`config.mk`:
```
export PLATFORM = sky130hd
export DESIGN_NAME = positional_insert_remove_list
export DESIGN_NICKNAME = d
export VERILOG_FILES = /design/src/rtl/core/pirl_pkg.sv /design/src/rtl/core/pirl_cell.sv /design/src/rtl/core/positional_insert_remove_list.sv
export SDC_FILE = /design/constraint.sdc
export NUM_CORES = 1
export LEC_CHECK = 0
export ABC_CLOCK_PERIOD_IN_PS = 5240
export BUFFER_PORTS_ARGS = -buffer_cell sky130_fd_sc_hd__buf_2
export CORE_MARGIN = 4
export CORE_UTILIZATION = 47
export DETAILED_ROUTE_END_ITERATION = 8
export PLACE_DENSITY_LB_ADDON = 0.12
export SLEW_MARGIN = 20
export SYNTH_ARGS = -nofsm -noshare
export SYNTH_HDL_FRONTEND = slang
export SYNTH_HIERARCHICAL = 1
export SYNTH_SLANG_ARGS = --single-unit
export TNS_END_PERCENT = 50
```
`constraint.sdc`:
```
create_clock -name clock -period 5.24 [get_ports clock]
set_input_delay 0.524 -clock clock [delete_from_list [all_inputs] [get_ports clock]]
set_output_delay 0.524 -clock clock [all_outputs]
set_load 0.05 [all_outputs]
```
`src/rtl/core/pirl_pkg.sv`:
```
// types and constants shared by the positional insert/remove list
// no dependencies

package pirl_pkg;

   localparam int CAPACITY   = 16;
   localparam int ELEM_BITS  = 32;
   localparam int POS_BITS   = 5;
   localparam int VALUE_BITS = 32;
   localparam int CNT_OUT_BITS = 5;
   localparam int IDX_BITS   = $clog2(CAPACITY);
   localparam int COUNT_BITS = $clog2(CAPACITY + 1);
   localparam int CMP_BITS   = ((COUNT_BITS > POS_BITS) ? COUNT_BITS : POS_BITS) + 1;

   typedef enum logic [1:0] {
      OP_INSERT = 2'd0,
      OP_REMOVE = 2'd1,
      OP_READ   = 2'd2
   } op_type;

   typedef enum logic [1:0] {
      CELL_HOLD,
      CELL_LOAD,
      CELL_FROM_BELOW,
      CELL_FROM_ABOVE
   } cell_mode_type;

   typedef struct packed {
      op_type                  operation;
      logic [POS_BITS-1:0]     position;
      logic [VALUE_BITS-1:0]   value;
   } req_type;

   typedef struct packed {
      logic                    ok;
      logic [VALUE_BITS-1:0]   read_value;
      logic [CNT_OUT_BITS-1:0] count;
   } rsp_type;

endpackage

```
`src/rtl/core/pirl_cell.sv`:
```
// one storage cell of the list: holds, loads, or takes its neighbor's entry
// depends on pirl_pkg

module pirl_cell
   import pirl_pkg::*;
(
   input  logic                 clock,
   input  cell_mode_type        mode,
   input  logic [ELEM_BITS-1:0] load_data,
   input  logic [ELEM_BITS-1:0] below_data,
   input  logic [ELEM_BITS-1:0] above_data,
   output logic [ELEM_BITS-1:0] data
);

   logic [ELEM_BITS-1:0] data_ff;
   logic [ELEM_BITS-1:0] data_in;

   always_comb begin
      unique case (mode)
         CELL_LOAD:       data_in = load_data;
         CELL_FROM_BELOW: data_in = below_data;
         CELL_FROM_ABOVE: data_in = above_data;
         default:         data_in = data_ff;
      endcase
   end

   always_ff @(posedge clock) begin
      data_ff <= data_in;
   end

   assign data = data_ff;

endmodule

```
`src/rtl/core/positional_insert_remove_list.sv`:
```
// top level of the positional insert/remove list: control, count and a row of cells
// depends on pirl_pkg and pirl_cell
//
// An item is taken whenever start is high; busy is always low, so a new item can be
// given in every cycle. For each item every cell of the row moves at once
// (hold, load, or take the neighbor's entry), and the result appears on rsp_item with
// rsp_valid high in the cycle after the item was taken, for that one cycle only. The
// receiver must take it then. Insert fails on a full list or a position above the count;
// remove and read fail at or above the count; failed items and non-reads return zero data.

module positional_insert_remove_list
   import pirl_pkg::*;
(
   input  logic    clock,
   input  logic    reset,
   input  logic    start,
   output logic    busy,
   input  req_type req_item,
   output logic    rsp_valid,
   output rsp_type rsp_item
);

   logic [COUNT_BITS-1:0] count_ff;
   logic [COUNT_BITS-1:0] count_in;
   logic                  rsp_valid_ff;
   rsp_type               rsp_ff;
   rsp_type               rsp_in;

   logic [ELEM_BITS-1:0]  cell_data [CAPACITY];
   cell_mode_type         cell_mode [CAPACITY];
   logic [ELEM_BITS-1:0]  load_data;

   logic                  accept;
   logic [CMP_BITS-1:0]   pos_ext;
   logic [CMP_BITS-1:0]   cnt_ext;
   logic                  do_insert;
   logic                  do_remove;
   logic                  do_read;

   assign busy      = 1'b0;
   assign accept    = start && !busy;
   assign pos_ext   = CMP_BITS'(req_item.position);
   assign cnt_ext   = CMP_BITS'(count_ff);
   assign load_data = ELEM_BITS'(req_item.value);

   always_comb begin
      do_insert = 1'b0;
      do_remove = 1'b0;
      do_read   = 1'b0;
      if (accept) begin
         unique case (req_item.operation)
            OP_INSERT: do_insert = (cnt_ext < CMP_BITS'(CAPACITY)) && (pos_ext <= cnt_ext);
            OP_REMOVE: do_remove = pos_ext < cnt_ext;
            OP_READ:   do_read   = pos_ext < cnt_ext;
            default: ;
         endcase
      end
   end

   for (genvar i = 0; i < CAPACITY; i++) begin : g_cell
      logic [ELEM_BITS-1:0] below;
      logic [ELEM_BITS-1:0] above;

      always_comb begin
         priority if (do_insert && CMP_BITS'(i) == pos_ext) begin
            cell_mode[i] = CELL_LOAD;
         end else if (do_insert && CMP_BITS'(i) > pos_ext && CMP_BITS'(i) <= cnt_ext) begin
            cell_mode[i] = CELL_FROM_BELOW;
         end else if (do_remove && CMP_BITS'(i) >= pos_ext
                      && CMP_BITS'(i + 1) < cnt_ext) begin
            cell_mode[i] = CELL_FROM_ABOVE;
         end else begin
            cell_mode[i] = CELL_HOLD;
         end
      end

      if (i == 0) begin : g_first
         assign below = '0;
      end else begin : g_inner_lo
         assign below = cell_data[i-1];
      end

      if (i == CAPACITY - 1) begin : g_last
         assign above = '0;
      end else begin : g_inner_hi
         assign above = cell_data[i+1];
      end

      pirl_cell u_cell (
         .clock      (clock),
         .mode       (cell_mode[i]),
         .load_data  (load_data),
         .below_data (below),
         .above_data (above),
         .data       (cell_data[i])
      );
   end

   always_comb begin
      count_in = count_ff;
      if (do_insert) begin
         count_in = count_ff + COUNT_BITS'(1);
      end else if (do_remove) begin
         count_in = count_ff - COUNT_BITS'(1);
      end
      rsp_in.ok         = do_insert || do_remove || do_read;
      rsp_in.read_value = do_read ? VALUE_BITS'(cell_data[IDX_BITS'(req_item.position)])
                                  : '0;
      rsp_in.count      = CNT_OUT_BITS'(count_in);
   end

   always_ff @(posedge clock) begin
      if (reset) begin
         count_ff     <= '0;
         rsp_valid_ff <= 1'b0;
      end else begin
         count_ff     <= count_in;
         rsp_valid_ff <= accept;
      end
      rsp_ff <= rsp_in;
   end

   assign rsp_valid = rsp_valid_ff;
   assign rsp_item  = rsp_ff;

endmodule

```
==> results by group, run 1 <==
Finish
  – Leading cell type in the layout, fill and taps excluded: mux2i_1
  – Fill count: 6219
  – Post-layout nets: between 3k and 4k
  – Most frequent cells in the layout: 640 x mux2i_1, 562 x a21oi_1, 534 x nor2_1
  – Synth-to-Final Area Change: 9.04%
  – Share of layout cells above drive strength 1: 12.6%

Worst setup path
  – Worst reg2reg startpoint: count_ff[2]$_SDFF_PP0_
  – Critical Path AT: ~5000 ps
  – R2r setup slk: 530 ps
  – Crit path max fanout: 30
  – CP required: about 5500 ps
  – Startpoint Class: flop
  – CP endpoint kind: flop
  – WS Path Type: reg2reg
  – Origin of the worst setup path: count_ff[2]$_SDFF_PP0_
  – Worst reg2reg path depth: 9

Clock network
  – TritonCTS Buffers: 67
  – TritonCTS Sinks: 556
  – Max H-tree Level: 3
  – Later-pin clock latency in the skew report: approximately 600 ps
  – CTS tree: done
  – CTS resizes: 0
  – Max Root-Sink Buffers: 3
  – Worst-path clk slew: 60 ps
  – Clk root buf: clkbuf_16
  – Setup Buffers After CTS: 0
  – Post-CTS Hold Fix Bufs: 0

Power
  – Total power: 10.3 mW
  – Pwr per Cell Area: approximately 290 nW/µm²
  – Static Leak: between 10 and 15 nW
  – Peak supply drop: 0.180 mV

Yosys
  – #FFs+latches synth: 556
  – Yosys warning count: 6
  – Distinct cell type count of the synthesized netlist: 56
  – Main synth FF type: edfxtp_1
  – Syn Area/Cell: 11.3 µm²
  – Synthesized cell area: 33200 µm²
  – Synthesized instance count: roughly 2.9k
  – Seq/Total Area, Yosys: between 40% and 50%
  – Number of synthesized flops with an enable pin: approximately 500
  – Ys async rst share: 0%

Timing
  – Finish-stage setup viols: 0
  – Slew HR: between 20% and 30%
  – TNS Setup: 0 ps
  – Layout Skew: slightly below 20 ps
  – RSZ-0062 raised after global routing: false
  – Final hold violations: 0
  – Max frequency: about 210 MHz
  – Least-Margin Pin Slew: ~1100 ps
  – Post-route minimum period: approximately 4700 ps
  – Slew Limit Fails: 0
  – Final period util: 89.9%

Hold path
  – HP Class: in2reg
  – Hold_sp: start
  – WHS Path Cells: 2

Detailed routing
  – # DRC: 0
  – DR pass1 iterations: 6
  – Average wire per standard cell: 27.2 µm
  – WL final: 108 mm
  – DRT iter0 DRCs: ~2.9k
  – Via/cell ratio: 6.15
  – ANT nets after route: 0
  – Routed via count: 24.4k

Floorplan
  – Starting Density: 47.4%
  – Die X: 274 µm
  – Die ar.: 75000 µm²
  – Floorplan core area: 70000 µm²
  – Die height: 274 µm
  – # rows: 97
  – IO Pins: 82

GRT
  – Busiest metal layer after global routing: met2
  – Initial antenna violation count: 6
  – GRT Util Overall: roughly 28%
  – First-pass GRT wire length: 160 mm
  – Largest net degree at the start of global routing: 65
  – Grt met1 use: around two fifths
  – Vias in the first global route: between 20k and 25k
  – Met2 Use GR: a little under half
  – Total grt overflow: 0
  – Met3 GRT Util: 4.17%

Job
  – Max cap viols: 0

Placed design
  – Buffers on Ports: 80
  – GPL Wtd Cong: 0.869
  – DP HPWL: 67.7 mm

Run status
  – Status: complete, no violations
## metrics by stage
step	std cells	cell area (µm²)	utilization (%)	hold WS, ps	setup slack (ps)
6_report	3967	36200	51.7	219	532
5_1_grt	3966	36200	51.7	224	238
4_1_cts	3965	36200	51.7	190	584
3_5_place_dp	3842	34000	48.6	645	609
3_3_place_gp	3842	34000	48.6	631	730
2_1_floorplan	2999	33500	-	608	1450
## per-layer routing
metal	routed length, µm	share of wire, %	up-vias
li1	-	-	11100
met1	46100	43	11900
met3	8460	7.8	200
met5	42	0.039	-
met2	50300	47	1178
met4	3100	2.9	6
## flip-flops by register name, summed over array words and instances, names as in the netlist
register	count
rsp_valid	1
rsp_item	38
g_cell.u_cell/data	512
count_ff	5
## final timing paths
kind                                         endpoint
hold reg to reg   g_cell[1].u_cell/data[16]$_DFFE_PP_
setup / recovery  g_cell[8].u_cell/data[30]$_DFFE_PP_
setup reg to reg  g_cell[8].u_cell/data[30]$_DFFE_PP_
hold / removal                   rsp_valid$_SDFF_PP0_
## report_power, final
| group | switching (mW) | total (mW) | leakage (nW) | internal, mW |
|---|---|---|---|---|
| clock | 1.92 | 4.67 | 1.07 | 2.75 |
| combinational | 0.500 | 0.779 | 5.62 | 0.279 |
| sequential | 0.0177 | 4.88 | 4.96 | 4.87 |
## cells in the mapped netlist, types with 2 or more instances
cell type    n  area share [%]
o32a_1      32            0.96
edfxtp_1   512              46
o22ai_1     33            0.62
mux4_2      64             4.3
nor4b_1      2           0.053
clkbuf_1    79            0.89
buf_4       35            0.79
xnor2_1      4            0.11
a211oi_1     2           0.045
mux2i_1    640              19
nand4_1      3           0.057
mux2_2       4            0.14
dfxtp_1     44             2.7
buf_1        2           0.023
a21oi_1    563             8.5
nor3_1       4           0.060
a31oi_1      3           0.057
buf_2       72             1.1
o221ai_1    33            0.87
buf_12      48             2.9
nand4b_1     2           0.053
o21ai_0     51            0.77
nor2_1     534             6.0
inv_1        6           0.068
or2_2       20            0.38
nand3_1      6           0.090
or3_1        2           0.038
a21o_1       2           0.045
o21a_1       2           0.045
ha_1        10            0.38
nand3b_1     4           0.090
o31ai_1     14            0.32
nand2_1     55            0.62
buf_6       19            0.64
o41ai_1      4            0.11
nand2b_1     5           0.094
## critical path, cell delays in order (launching register included)
cell and delay [ps]:
dfxtp_1 620, clkinv_1 380, ha_1 400, a21oi_1 210, o221ai_1 290, a21oi_1 450, nand2_1 400, o21ai_4 860
or2_2 500, buf_12 260
## layout make-up
type	instances	area (µm²)	share of cell area, %
clock inverter	35	323	0.891
tap	940	1180	3.25
sequential	556	16300	44.9
clock buffer	88	1850	5.11
inverter	7	26.3	0.0725
timing repair buffer	159	1130	3.13
antenna	2	5.00	0.0138
multi-input combinational	2180	15500	42.7
## cells by family (layout without fill, tap and decap cells)
kind of cell	count (synthesis)	in the layout	synth area share (%)
AOI/OAI and AO/OA	746	746	12.5
xor gates and xnor gates	4	4	0.105
adders and majority gates	10	10	0.377
buffers and inverters	263	289	6.42
DFF	556	556	48.9
muxes	708	708	23.8
other	1	67	0.0113
and+or+nand+nor	647	647	7.85
Power figures use the tool's default switching activity.
==> run 2, diff against run 1 <==
Settings changed: ABC_AREA set to 1.
==> results by group, run 2 <==
Timing
  – TNS Setup: 0 ps (unchanged)
  – Final worst slack: 916 ps (was 532 ps)
  – Final period util: 82.5% (was 89.9%)
  – Finish-stage setup viols: 0 (unchanged)
  – RSZ-0062 raised after global routing: false (unchanged)
  – Final hold violations: 0 (unchanged)
  – Post-route minimum period: 4320 ps (was 4710 ps)
  – Max frequency: 231 MHz (was 212 MHz)
  – Slew HR: 30.1% (was 27.5%)
  – Least-Margin Pin Slew: 1050 ps (was 1090 ps)
  – Layout Skew: 16.8 ps (was 19.2 ps)
  – Slew Limit Fails: 0 (unchanged)

GRT
  – Vias in the first global route: 28.6k (was 23.8k)
  – GRT Util Overall: 27.5% (was 28.3%)
  – Initial antenna violation count: 1 (was 6)
  – Largest net degree at the start of global routing: 153 (was 65)
  – First-pass GRT wire length: 173 mm (was 160 mm)
  – Total grt overflow: 0 (unchanged)

Clock network
  – Max H-tree Level: 3 (unchanged)
  – Max Root-Sink Buffers: 3 (unchanged)
  – Later-pin clock latency in the skew report: 600 ps (about the same)
  – Worst-path clk slew: 50 ps (was 60 ps)
  – TritonCTS Sinks: 556 (unchanged)
  – CTS resizes: 0 (unchanged)
  – Setup Buffers After CTS: 0 (unchanged)
  – Post-CTS Hold Fix Bufs: 0 (unchanged)
  – CTS tree: done (unchanged)
  – Clk root buf: clkbuf_16 (unchanged)
  – TritonCTS Buffers: 67 (unchanged)

Finish
  – Post-layout nets: 4156 (was 3023)
  – Synth-to-Final Area Change: 5.98% (was 9.04%)
  – Fill count: 6980 (was 6219)
  – Multi-input logic area: 15300 µm² (was 15500 µm²)
  – Max reg flops: 512 (unchanged)
  – Ant. Diodes: 0 (was 2)
  – Leading cell type in the layout, fill and taps excluded: nand3_1 (was mux2i_1)
  – Share of layout cells above drive strength 1: 7.75% (was 12.6%)
  – Register area: 16300 µm² (unchanged)
  – Most frequent cells in the layout: 1576 x nand3_1, 790 x nand2_1, 512 x edfxtp_1 (was 640 x mux2i_1, 562 x a21oi_1, 534 x nor2_1)

Yosys
  – Synth area leaders: edfxtp_1 45%, nand3_1 23%, nand2_1 8.7% (was edfxtp_1 46%, mux2i_1 19%, a21oi_1 8.5%)
  – #FFs+latches synth: 556 (unchanged)
  – Synth top area share: 44.8% (was 46.3%)
  – Main synth FF type: edfxtp_1 (unchanged)
  – Number of synthesized flops with an enable pin: 512 (unchanged)
  – Commonest cells post-synth: 1576 x nand3_1, 794 x nand2_1, 512 x edfxtp_1, 361 x nor2_1, 208 x o21ai_0 (was 640 x mux2i_1, 563 x a21oi_1, 534 x nor2_1, 512 x edfxtp_1, 79 x clkbuf_1)
  – Leading area contributor after synthesis: edfxtp_1 (unchanged)
  – Ys async rst share: 0% (unchanged)
  – Seq/Total Area, Yosys: 47.4% (was 48.9%)
  – Most common cell in the netlist: nand3_1 (was mux2i_1)
  – Yosys warning count: 6 (unchanged)
  – Synthesized cell area: 34300 µm² (was 33200 µm²)
  – Distinct cell type count of the synthesized netlist: 39 (was 56)
  – Syn Area/Cell: 8.19 µm² (was 11.3 µm²)
  – Synthesized instance count: 4188 (was 2935)

Detailed routing
  – WL final: 109 mm (was 108 mm)
  – Routed via count: 30.8k (was 24.4k)
  – Uppermost layer routed: met4 (was met5)
  – Average wire per standard cell: 21.3 µm (was 27.2 µm)
  – DR WL met2: 46.2 mm (was 50.3 mm)
  – DRT iter0 DRCs: 3936 (was 2877)
  – M1 WL: 50.0 mm (was 46.1 mm)
  – ANT nets after route: 0 (unchanged)
  – Via/cell ratio: 6.02 (was 6.15)
  – # DRC: 0 (unchanged)
  – WL met3: 10.7 mm (was 8.46 mm)
  – DR pass1 iterations: 6 (unchanged)

Worst setup path
  – CP endpoint kind: flop (unchanged)
  – Origin of the worst setup path: count_ff[4]$_SDFF_PP0_ (was count_ff[2]$_SDFF_PP0_)
  – Startpoint Class: flop (unchanged)
  – CP required: 5490 ps (was 5540 ps)
  – WS Path Type: reg2reg (unchanged)
  – Worst reg2reg startpoint: count_ff[4]$_SDFF_PP0_ (was count_ff[2]$_SDFF_PP0_)
  – Critical Path AT: 4570 ps (was 5010 ps)
  – Crit path max fanout: 33 (was 30)

Placed design
  – Buffers on Ports: 80 (unchanged)
  – Worst slack, placed: 899 ps (was 609 ps)
  – DP HPWL: 76.4 mm (was 67.7 mm)
  – GPL Wtd Cong: 0.867 (was 0.869)

Floorplan
  – Die X: 278 µm (was 274 µm)
  – Die height: 278 µm (was 274 µm)
  – Floorplan core area: 71900 µm² (was 70000 µm²)
  – Die ar.: 77300 µm² (was 75000 µm²)
  – IO Pins: 82 (unchanged)
  – # rows: 98 (was 97)
  – Starting Density: 47.7% (was 47.4%)

Hold path
  – HP Class: in2reg (unchanged)
  – Hold_sp: reset (was start)

Power
  – Total power: 10.4 mW (was 10.3 mW)
  – Peak supply drop: 0.261 mV (was 0.180 mV)
  – Static Leak: 13.6 nW (was 11.6 nW)
  – Pwr per Cell Area: 285 nW/µm² (about the same)

Run status
  – Status: complete, no violations (unchanged)

Job
  – Max cap viols: 0 (unchanged)
[run 2: changes by cell type after synthesis, moves of 45 or more]
cell,delta
nand3_1,+1570
nand2_1,+739
mux2i_1,-640
a21oi_1,-521
nor2_1,-173
o21ai_0,+157
buf_6,+91
buf_4,+80
o211ai_1,+71
mux4_2,-64
inv_1,+54
clkbuf_1,-53
buf_12,-48
buf_2,+45
[run 2: final cells by class]
cell class	count	share of cell area [%]
Clock buffer	97	5.44
Clock inverter	25	0.541
Inverter	87	1.04
Multi-Input combinational cell	3235	42.1
Sequential cell	556	44.7
Tap cell	950	3.27
Timing Repair Buffer	157	2.85
[run 2: kinds of logic after synthesis]
kind of cell / Yosys count / share of synthesized area, %
and+or+nand+nor: 2768 / 36.4
other: 1 / 0.0109
adders and majority gates: 10 / 0.365
DFF: 556 / 47.4
xor gates and xnor gates: 3 / 0.0766
AOI/OAI and AO/OA: 389 / 6.43
buffers and inverters: 461 / 9.27
[run 2: routing by layer]
layer	track usage, %	vias to the layer above
met5	0	-
met1	42.7	14500
met4	6.03	0
met2	40.2	1548
li1	-	14600
met3	4.55	145
[run 2: path summary, 6_finish.rpt]
check | endpoint | slack (ps) | depth (start not counted)
setup / recovery | g_cell[13].u_cell/data[22]$_DFFE_PP_ | 920 | 12
hold / removal | count_ff[3]$_SDFF_PP0_ | 200 | 2
setup reg to reg | g_cell[13].u_cell/data[22]$_DFFE_PP_ | 920 | 12
hold reg to reg | g_cell[14].u_cell/data[31]$_DFFE_PP_ | 580 | 2
[run 2: power breakdown]
part	internal, mW	total (mW)	switching [mW]
logic	0.239	0.824	0.585
registers	4.86	4.88	0.0159
clock network	2.77	4.65	1.88
[run 2: critical path, stage by stage, from the launching register on]
cell	delay (ps)
dfxtp_1	590
clkinv_1	340
ha_1	370
nand2_1	120
nor2_1	80
nand2_2	120
nand3_4	110
nand2_1	90
nand2_2	330
o21ai_4	910
inv_4	330
nand2_1	140
buf_4	390
[run 2: stage by stage]
| step | utilization [%] | area [µm²] | std cells | hold slack [ps] |
|---|---|---|---|---|
| finish | 50.6 | 36300 | 5107 | 202 |
| global route | 50.6 | 36300 | 5107 | 198 |
| floorplan | - | 34500 | 4252 | 544 |
| global placement | 47.6 | 34200 | 4985 | 566 |
| CTS | 50.6 | 36300 | 5107 | 171 |
| detailed placement | 47.6 | 34200 | 4985 | 569 |
